**src/rtl/core/utf8dv_pkg.sv**
```systemverilog
// Shared types and constants for the UTF-8 stream decoder and validator.
package utf8dv_pkg;

   localparam int unsigned CpWidth  = 21;
   localparam int unsigned LenWidth = 3;

   localparam logic [CpWidth-1:0] CpMax      = 21'h10FFFF;
   localparam logic [CpWidth-1:0] SurrLo     = 21'h00D800;
   localparam logic [CpWidth-1:0] SurrHi     = 21'h00DFFF;
   localparam logic [CpWidth-1:0] MinLen2    = 21'h000080;
   localparam logic [CpWidth-1:0] MinLen3    = 21'h000800;
   localparam logic [CpWidth-1:0] MinLen4    = 21'h010000;
   localparam logic [CpWidth-1:0] AsciiLimit = 21'h000080;

   localparam logic [LenWidth-1:0] LenNone = 3'd0;
   localparam logic [LenWidth-1:0] LenOne  = 3'd1;
   localparam logic [LenWidth-1:0] LenTwo  = 3'd2;
   localparam logic [LenWidth-1:0] LenThree = 3'd3;
   localparam logic [LenWidth-1:0] LenFour = 3'd4;

   typedef enum logic [2:0] {
      ST_OK        = 3'd0,
      ST_BAD_LEAD  = 3'd1,
      ST_BAD_CONT  = 3'd2,
      ST_TRUNC     = 3'd3,
      ST_OVERLONG  = 3'd4,
      ST_SURROGATE = 3'd5,
      ST_RANGE     = 3'd6,
      ST_DROPPED   = 3'd7
   } status_type;

endpackage

```
**src/rtl/core/utf8_stream_decoder_validator.sv**
```systemverilog
// UTF-8 stream decoder and validator, one byte per transfer.
//
// Bytes of a string arrive one per req_ transfer, the final one flagged by
// req_last_in_string. A byte is taken in every cycle unless a result waits
// in the output register and rsp_stall is high; each byte's work is done
// combinationally between the sequence state and that register, so the
// sustained rate is one byte per clock. A finished sequence, any error and
// the last byte of a string give one result; bytes inside a sequence give
// none. After the first error the rest of the string is dropped and its last
// byte reports status "dropped after error" with string_valid low.
module utf8_stream_decoder_validator (
   input  logic        clock,
   input  logic        reset,
   input  logic        req_valid,
   output logic        req_stall,
   input  logic [7:0]  req_data_byte,
   input  logic        req_last_in_string,
   output logic        rsp_valid,
   input  logic        rsp_stall,
   output logic [20:0] rsp_code_point,
   output logic [2:0]  rsp_seq_length,
   output logic [2:0]  rsp_status,
   output logic        rsp_end_of_string,
   output logic        rsp_string_valid
);

   logic [1:0]  bytes_left_ff, bytes_left_in;
   logic [2:0]  seq_total_ff, seq_total_in;
   logic [20:0] acc_ff, acc_in;
   logic        failed_ff, failed_in;

   logic                   rsp_valid_ff;
   logic [20:0]            cp_ff, cp_in;
   logic [2:0]             len_ff, len_in;
   utf8dv_pkg::status_type status_ff, status_in;
   logic                   eos_ff, eos_in;
   logic                   sv_ff, sv_in;

   logic        emit;
   logic        accept;
   logic [7:0]  b;
   logic        last;
   logic [2:0]  lead_len;
   logic [20:0] lead_bits;
   logic [20:0] acc_next;
   logic [1:0]  left_next;
   logic [20:0] min_cp;

   assign b         = req_data_byte;
   assign last      = req_last_in_string;
   assign req_stall = rsp_valid_ff && rsp_stall;
   assign accept    = req_valid && !req_stall;

   assign acc_next  = {acc_ff[14:0], b[5:0]};
   assign left_next = bytes_left_ff - 2'd1;

   always_comb begin
      priority if (b[7:5] == 3'b110) begin
         lead_len  = utf8dv_pkg::LenTwo;
         lead_bits = {16'd0, b[4:0]};
      end else if (b[7:4] == 4'b1110) begin
         lead_len  = utf8dv_pkg::LenThree;
         lead_bits = {17'd0, b[3:0]};
      end else if (b[7:3] == 5'b11110) begin
         lead_len  = utf8dv_pkg::LenFour;
         lead_bits = {18'd0, b[2:0]};
      end else begin
         lead_len  = utf8dv_pkg::LenNone;
         lead_bits = '0;
      end
   end

   always_comb begin
      unique case (seq_total_ff)
         utf8dv_pkg::LenTwo:   min_cp = utf8dv_pkg::MinLen2;
         utf8dv_pkg::LenThree: min_cp = utf8dv_pkg::MinLen3;
         default:              min_cp = utf8dv_pkg::MinLen4;
      endcase
   end

   always_comb begin
      bytes_left_in = bytes_left_ff;
      seq_total_in  = seq_total_ff;
      acc_in        = acc_ff;
      failed_in     = failed_ff;
      emit          = 1'b0;
      cp_in         = '0;
      len_in        = utf8dv_pkg::LenNone;
      status_in     = utf8dv_pkg::ST_OK;
      eos_in        = last;
      sv_in         = 1'b0;

      if (failed_ff) begin
         // drop bytes until the string closes
         if (last) begin
            failed_in = 1'b0;
            emit      = 1'b1;
            status_in = utf8dv_pkg::ST_DROPPED;
         end
      end else if (bytes_left_ff == 2'd0) begin
         if (!b[7]) begin
            emit   = 1'b1;
            cp_in  = {13'd0, b};
            len_in = utf8dv_pkg::LenOne;
            sv_in  = 1'b1;
         end else if (lead_len == utf8dv_pkg::LenNone) begin
            emit      = 1'b1;
            status_in = utf8dv_pkg::ST_BAD_LEAD;
         end else if (last) begin
            emit      = 1'b1;
            status_in = utf8dv_pkg::ST_TRUNC;
         end else begin
            acc_in        = lead_bits;
            seq_total_in  = lead_len;
            bytes_left_in = lead_len[1:0] - 2'd1;
         end
      end else if (b[7:6] != 2'b10) begin
         emit      = 1'b1;
         status_in = utf8dv_pkg::ST_BAD_CONT;
      end else if (left_next != 2'd0) begin
         if (last) begin
            emit      = 1'b1;
            status_in = utf8dv_pkg::ST_TRUNC;
         end else begin
            acc_in        = acc_next;
            bytes_left_in = left_next;
         end
      end else begin
         emit = 1'b1;
         priority if (acc_next > utf8dv_pkg::CpMax) begin
            status_in = utf8dv_pkg::ST_RANGE;
         end else if (acc_next >= utf8dv_pkg::SurrLo && acc_next <= utf8dv_pkg::SurrHi) begin
            status_in = utf8dv_pkg::ST_SURROGATE;
         end else if (acc_next < min_cp) begin
            status_in = utf8dv_pkg::ST_OVERLONG;
         end else begin
            cp_in  = acc_next;
            len_in = seq_total_ff;
            sv_in  = 1'b1;
         end
      end

      // any result closes the open sequence; an error before the last byte opens the drop phase
      if (emit) begin
         bytes_left_in = '0;
         seq_total_in  = '0;
         acc_in        = '0;
         if (status_in != utf8dv_pkg::ST_OK && status_in != utf8dv_pkg::ST_DROPPED) begin
            failed_in = !last;
         end
      end
   end

   always_ff @(posedge clock) begin
      if (reset) begin
         bytes_left_ff <= '0;
         seq_total_ff  <= '0;
         acc_ff        <= '0;
         failed_ff     <= 1'b0;
         rsp_valid_ff  <= 1'b0;
      end else begin
         if (accept && emit) begin
            rsp_valid_ff <= 1'b1;
         end else if (rsp_valid_ff && !rsp_stall) begin
            rsp_valid_ff <= 1'b0;
         end
         if (accept) begin
            bytes_left_ff <= bytes_left_in;
            seq_total_ff  <= seq_total_in;
            acc_ff        <= acc_in;
            failed_ff     <= failed_in;
         end
      end
   end

   always_ff @(posedge clock) begin
      if (accept && emit) begin
         cp_ff     <= cp_in;
         len_ff    <= len_in;
         status_ff <= status_in;
         eos_ff    <= eos_in;
         sv_ff     <= sv_in;
      end
   end

   assign rsp_valid         = rsp_valid_ff;
   assign rsp_code_point    = cp_ff;
   assign rsp_seq_length    = len_ff;
   assign rsp_status        = status_ff;
   assign rsp_end_of_string = eos_ff;
   assign rsp_string_valid  = sv_ff;

endmodule

```
**config.mk**
```make
export PLATFORM = sky130hd
export DESIGN_NAME = utf8_stream_decoder_validator
export DESIGN_NICKNAME = d
export VERILOG_FILES = /design/src/rtl/core/utf8dv_pkg.sv /design/src/rtl/core/utf8_stream_decoder_validator.sv
export SDC_FILE = /design/constraint.sdc
export NUM_CORES = 1
export LEC_CHECK = 0
export BUFFER_PORTS_ARGS = -buffer_cell sky130_fd_sc_hd__buf_2
export CORE_UTILIZATION = 44
export CTS_BUF_LIST = sky130_fd_sc_hd__clkbuf_8
export DETAILED_ROUTE_END_ITERATION = 10
export MAX_ROUTING_LAYER = met4
export PLACE_DENSITY_LB_ADDON = 0.15
export SKIP_LAST_GASP = 1
export SYNTH_ARGS = -nofsm -noshare
export SYNTH_HDL_FRONTEND = slang
export SYNTH_SLANG_ARGS = --single-unit
```
**constraint.sdc**
```tcl
create_clock -name clock -period 3.85 [get_ports clock]
set_input_delay 0.385 -clock clock [delete_from_list [all_inputs] [get_ports clock]]
set_output_delay 0.385 -clock clock [all_outputs]
set_load 0.01 [all_outputs]
```
; ---- Word-level counts from Yosys, hierarchy flattened
; Cells that the tools add are included.
[word_totals]
mem_bits_rw = 0
wordCells = 124
output_inout_bits = 31
mem_bits_ro = 0
register_bits = 51
n_memories = 0
latchBits = 0
in_bits = 13
[op_classes]
div = 0
n_mul = 0
order_cmp = 4
bitwise = 0
n_reduce_logical = 19
mux = 76
eq_ne = 13
add_sub_neg = 2
shift = 0
[op_table]
columns = op, count
row1 = 2-to-1 mux 15 bit, 9
row2 = 2-to-1 mux 21 bit, 6
row3 = 2-to-1 mux 3 bit, 24
row4 = case mux 17 bit (2 select lines), 1
row5 = 2-to-1 mux 2 bit, 12
row6 = >= comparator 21 x 16 -> 1 bit (second input constant), 1
row7 = greater-than comparator 21 bit (second input constant), 1
row8 = less-or-equal comparator 21 x 16 -> 1 bit (second input constant), 1
row9 = less-than comparator 21 x 17 -> 1 bit, 1
row10 = 2-to-1 mux 1 bit, 21
row11 = inequality test 3 bit (second input constant), 4
row12 = nonzero test 2 bit, 4
row13 = 2-to-1 mux 7 bit, 1
row14 = AND reduction 7 bit, 1
row15 = == test 3 x 2 -> 1 bit (second input constant), 2
row16 = logical AND 1 bit, 6
row17 = AND reduction 6 bit, 1
row18 = nonzero test 3 bit, 2
row19 = == test 5 bit (second input constant), 1
row20 = 2-to-1 mux 5 bit, 1
row21 = == test 4 bit (second input constant), 1
row22 = 2-to-1 mux 4 bit, 1
row23 = inequality test 2 x 1 -> 1 bit (second input constant), 2
row24 = inequality test 2 bit (second input constant), 2
row25 = 5 further kinds, 8

; ---- Depth between registers and ports, before layout
[logic_depth]
ltp_word = 14
mapped_depth = 9

; ---- Worst setup path after synthesis
; OpenSTA, ideal clock, no wires.
[synth_path]
path_type = input port to flip-flop
start = input port req_valid
end = register cp_ff[0] (netlist: rsp_code_point[0]), enable pin
path_buffers = 1
cell_stages = 4
path_slack_ps = 1021
required_time_ps = 3434
setup_ps = 416
arrival_ps = 2412
cell_sequence = a21boi_0 -> o21ai_0 -> clkbuf_1 -> nor2_1
[synth_between]
elab_chain_len = 2
[synth_lines]
columns = element, line
row1 = start: declaration, utf8_stream_decoder_validator.sv:14  ; input logic req_valid,
row2 = logical AND 1 bit, utf8_stream_decoder_validator.sv:52  ; assign accept = req_valid && !req_stall;
row3 = logical AND 1 bit, utf8_stream_decoder_validator.sv:177  ; if (accept && emit) begin
row4 = end signal: assignment, utf8_stream_decoder_validator.sv:178  ; cp_ff <= cp_in;
row5 = end: declaration, utf8_stream_decoder_validator.sv:33  ; logic [20:0] cp_ff, cp_in;
; Every way passes these cells.
; A chain may end at the register's enable or synchronous reset.

; ---- Final worst setup path
[layout_path]
start = register seq_total_ff[1]
end = register cp_ff[6] (netlist: rsp_code_point[6]) (data pin)
[layout_between]
elab_chain_len = 9
word_cells_on_any_way = 10
[layout_lines]
columns = element, line
row1 = start: declaration, utf8_stream_decoder_validator.sv:28  ; logic [2:0] seq_total_ff, seq_total_in;
row2 = start signal: assignment, utf8_stream_decoder_validator.sv:169  ; seq_total_ff <= seq_total_in;
row3 = == test 3 x 2 -> 1 bit, utf8_stream_decoder_validator.sv:74  ; unique case (seq_total_ff)
row4 = case mux 17 bit (2 select lines) *, utf8_stream_decoder_validator.sv:74
row5 = less-than comparator 21 x 17 -> 1 bit *, utf8_stream_decoder_validator.sv:134  ; end else if (acc_next < min_cp) begin
row6 = 2-to-1 mux 21 bit *, utf8_stream_decoder_validator.sv:134
row7 = 2-to-1 mux 21 bit *, utf8_stream_decoder_validator.sv:132  ; end else if (acc_next >= utf8dv_pkg::SurrLo && acc_next <= utf8dv_pkg::SurrHi) begin
row8 = 2-to-1 mux 21 bit *, utf8_stream_decoder_validator.sv:130  ; priority if (acc_next > utf8dv_pkg::CpMax) begin
row9 = 2-to-1 mux 21 bit *, utf8_stream_decoder_validator.sv:120  ; end else if (left_next != 2'd0) begin
row10 = 2-to-1 mux 21 bit *, utf8_stream_decoder_validator.sv:117  ; end else if (b[7:6] != 2'b10) begin
row11 = 2-to-1 mux 21 bit *, utf8_stream_decoder_validator.sv:100  ; end else if (bytes_left_ff == 2'd0) begin
; Every way passes the cells marked *; elsewhere a longest branch is shown, timed or not.

==> metrics.md <==
| Metric | Value |
|---|---|
| Ratio of routed vias to standard cells | 5.38 |
| Post-CTS Resized | 0 |
| Cells traversed along the worst timing path | nor2b_1, nand2_1, ha_1, nand2_1, a31oi_1, and4bb_2, nor3_2, buf_4, a22o_1 |
| Synth Cell Area | 2250 um2 |
| Crit path time final | 2.52 ns |
| Area of placed instances | ~2500 um2 |
| Diode count | 0 |
| Detailed-route via count | between 1500 and 2000 |
| Leakage power summed over all cells | roughly 1 nW |
| Initial core utilization | 46.7% |
| Sequential fraction of the synthesis area | 58.3% |
| Worst Setup Slack post-DPL | 1.21 ns |
| TritonRoute pass-1 iters | 5 |
| Required time of the critical path | 4.02 ns |
| Multiplexer area fraction after synthesis | 0% |
| Most common flop cell mapped by yosys | edfxtp_1 |
| Post-CTS Hold Fix Bufs | 0 |
| Number of buffer and inverter instances along the worst setup path | 1 |
| Ratio of total power to cell area | 400 nW/um2 |
| Area growth from synthesis to final layout | 16.9% |
| Post-synthesis sequential element count | 51 |
| Number of distinct library cells after synthesis | 47 |
| PnR Total Power | 1.05 mW |
| Largest delay share family, worst path | simple AND/OR/NAND/NOR gates |
| Remaining Overflow, GRT | 0 |
| Total routing resource utilization after global routing | 19.3% |
| Detailed-placement wirelength estimate | 3.26 mm |
| Horizontal die dimension | approximately 73 um |
| Number of synthesized flops with an enable pin | 29 |
| Initial antenna violation count | 0 |
| Vertical die dimension | 73.5 um |
| Largest family of logic cells by synthesized area | simple AND/OR/NAND/NOR gates |
| Adder-cell share of the synthesized area | 1.11% |
| Global placer's final weighted congestion | 0.850 |
| Number of global-route vias before repair | 1559 |
| Maximum resistive drop on vdd | 0.000162 V |
| DRC marker count from the first detailed-route iteration | 127 |
| Mean area per synthesized cell | 10.6 um2 |
| Clk_lat worst skew | 0.31 ns |
| Inst Count DP | between 300 and 400 |
| Post-synthesis compound-gate area fraction | 16.9% |
| Final setup slack of the worst path | ~1.3 ns |
| Fraction of post-synthesis cell area in the top cell type by area | 38.7% |
| Top post-synthesis cells by area | edfxtp_1 39%, dfxtp_1 20%, and2_1 5.0%, a21oi_1 3.6%, nand2_1 3.5% |
| Kind of end point of the critical path | register |
| Hold Fails Final Rpt | 0 |
| Worst setup skew after layout | 0.0113 ns |
| Final cell count without fillers | 324 |
| Clock buffer count from CTS | 5 |
| Critical setup path kind | reg2reg |
| Die ar. | 5400 um2 |
| Launching element type of the critical path | register |
| Post-Route Setup TNS | 0 ns |
| Warnings, synthesis | 0 |
| Input/output buffers | 43 |
| Total I/O pin count | 44 |
| CTS tree | yes |
| Share of the core filled with cells in the final layout | 54.6% |
| Antenna violation net count after detailed routing | 0 |
| Cell accounting for the most synthesized area | edfxtp_1 |
| Worst min-delay path class | in2reg |
| Crit path largest cell delay | 0.56 ns |
| Maximum number of buffers from clock root to sink | 2 |
| Number of H-tree branching levels | 2 |
| Wire length per cell | 14.1 um |
| Outcome | finished clean |
| Highest attainable clock frequency | about 0.40 GHz |
| Largest driver fanout on the critical path | 13 |
| Share of synthesized registers carrying an async set or reset | 0% |
| Worst Tran Pin Value | 0.883 ns |
| Total wire length | between 4 and 5 mm |
| Relative slew margins | approximately 41% |
| Final-stage net count | between 200 and 300 |
| RSZ-0062 raised after global routing | false |
| Root buffer selected by CTS | clkbuf_8 |
| Synthesized netlist net count | 227 |
| Slowest library cell on the worst path | nor3_2 |
| Max-cap viol count | 0 |
| FILL cells | 433 |
| Clock input transition at the sequential cells of the worst setup and hold paths | 0.08 ns |
| Floorplan Core Area | 4820 um2 |
| Share of synthesized cell area in and, or, nand and nor gates | 21.4% |
| Global-route wire length before repair | between 7 and 8 mm |
| Number of rows in the core area | 25 |
| Number of design rule violations left after detail routing | 0 |
| Finished Cell Area | 2630 um2 |
| Maximum number of pins on one net before global-route repair | 23 |
| Final count of pins violating max slew | 0 |
| Xor-xnor portion of the synthesized cell area | 0% |
| Number of setup violations in the final report | 0 |
| Critical path data arrival time | 2.70 ns |
| Share of layout cells above drive strength 1 | 23.3% |
| Period Utilization, post-route | about two thirds |
| Post-CTS Setup Repair Bufs | 0 |
| Synthesized instance count | 212 |
| Most frequent CP cell | nand2_1 |
| Hold_ws | 0.351 ns |
| Number of clock sinks | 51 |
==> cell families after synthesis <==
kind of cell	after synthesis
AO/OA/AOI/OAI	57
adder cells (fa/ha/maj)	2
buffers and inverters	11
flip-flops	51
AND/OR/NAND/NOR	91
==> synth_stat cells, types with 2 or more instances <==
cell and number:
buf_2 2, nand2b_1 2, nor2_1 20, ha_1 2, nor2b_1 2, a21oi_1 16, nand2_1 21, nand3_1 6
nor3_1 5, a22oi_1 9, and2_1 18, a31oi_1 2, or4_1 3, edfxtp_1 29, clkbuf_1 5, nand4_1 3
o21a_1 6, a21o_1 2, o21ai_0 9, or3_1 2, dfxtp_1 22
==> placed cells by master (no fill, tap or decap), drive strengths merged, types with 2 or more instances in the layout <==
cell | synthesis | routed
edfxtp | 29 | 29
nor3 | 5 | 5
nor2b | 2 | 2
nand2 | 21 | 21
a22oi | 9 | 9
or2 | 2 | 2
or3 | 2 | 2
clkbuf | 5 | 6
nand2b | 2 | 2
or4 | 3 | 3
ha | 2 | 2
nor2 | 20 | 20
o21ai | 9 | 9
nand4 | 3 | 3
clkinv | 1 | 2
a31oi | 2 | 2
a21o | 2 | 2
inv | 1 | 2
a21boi | 2 | 2
buf | 4 | 46
a21oi | 16 | 16
o21a | 6 | 6
and2 | 18 | 18
nor4 | 2 | 2
dfxtp | 22 | 22
nand3 | 6 | 6
==> worst paths after layout <==
path	slack, ns	cells after the start	endpoint	start
hold / removal	0.35	3	acc_ff[0]	req_data_byte[0]
hold reg to reg	0.47	2	seq_total_ff[1]	seq_total_ff[1]
setup reg to reg	1.33	9	rsp_code_point[6]	seq_total_ff[1]
setup / recovery	1.33	9	rsp_code_point[6]	seq_total_ff[1]
==> final cells by class <==
type	instances	area [um2]	area share, %
repair buffers	46	238	9.04
clock buffers	6	82.6	3.14
well taps	67	83.8	3.19
clock inverters	2	12.5	0.476
flip-flops and latches	51	1310	49.9
multi-input cells	150	893	34.0
inverters	2	7.51	0.286
==> state kept, by name, summed over array words and instances, names as in the netlist, 2 cells and up <==
register        flops
rsp_status          3
acc_ff             15
rsp_code_point     21
bytes_left_ff       2
rsp_seq_length      3
seq_total_ff        3
==> where the power goes <==
part	leakage [nW]	switching, mW	internal (mW)
sequential	0.466	0.00763	0.606
clock	0.0526	0.174	0.145
combinational	0.488	0.0764	0.0435
==> layer usage <==
layer	vias up	wire length (um)	GRT usage, %
met5	-	0	-
met4	0	100	8.12
met3	11	281	4.12
met2	61	2100	29.4
met1	794	2080	25.1
li1	876	-	-
==> worst min-delay path, delay by kind of cell <==
family	cells	cell delay (ns)
compound gates	1	0.06
buf+inv	1	0.11
simple gates	1	0.06
Note: power is estimated with default switching activity, not from simulation.
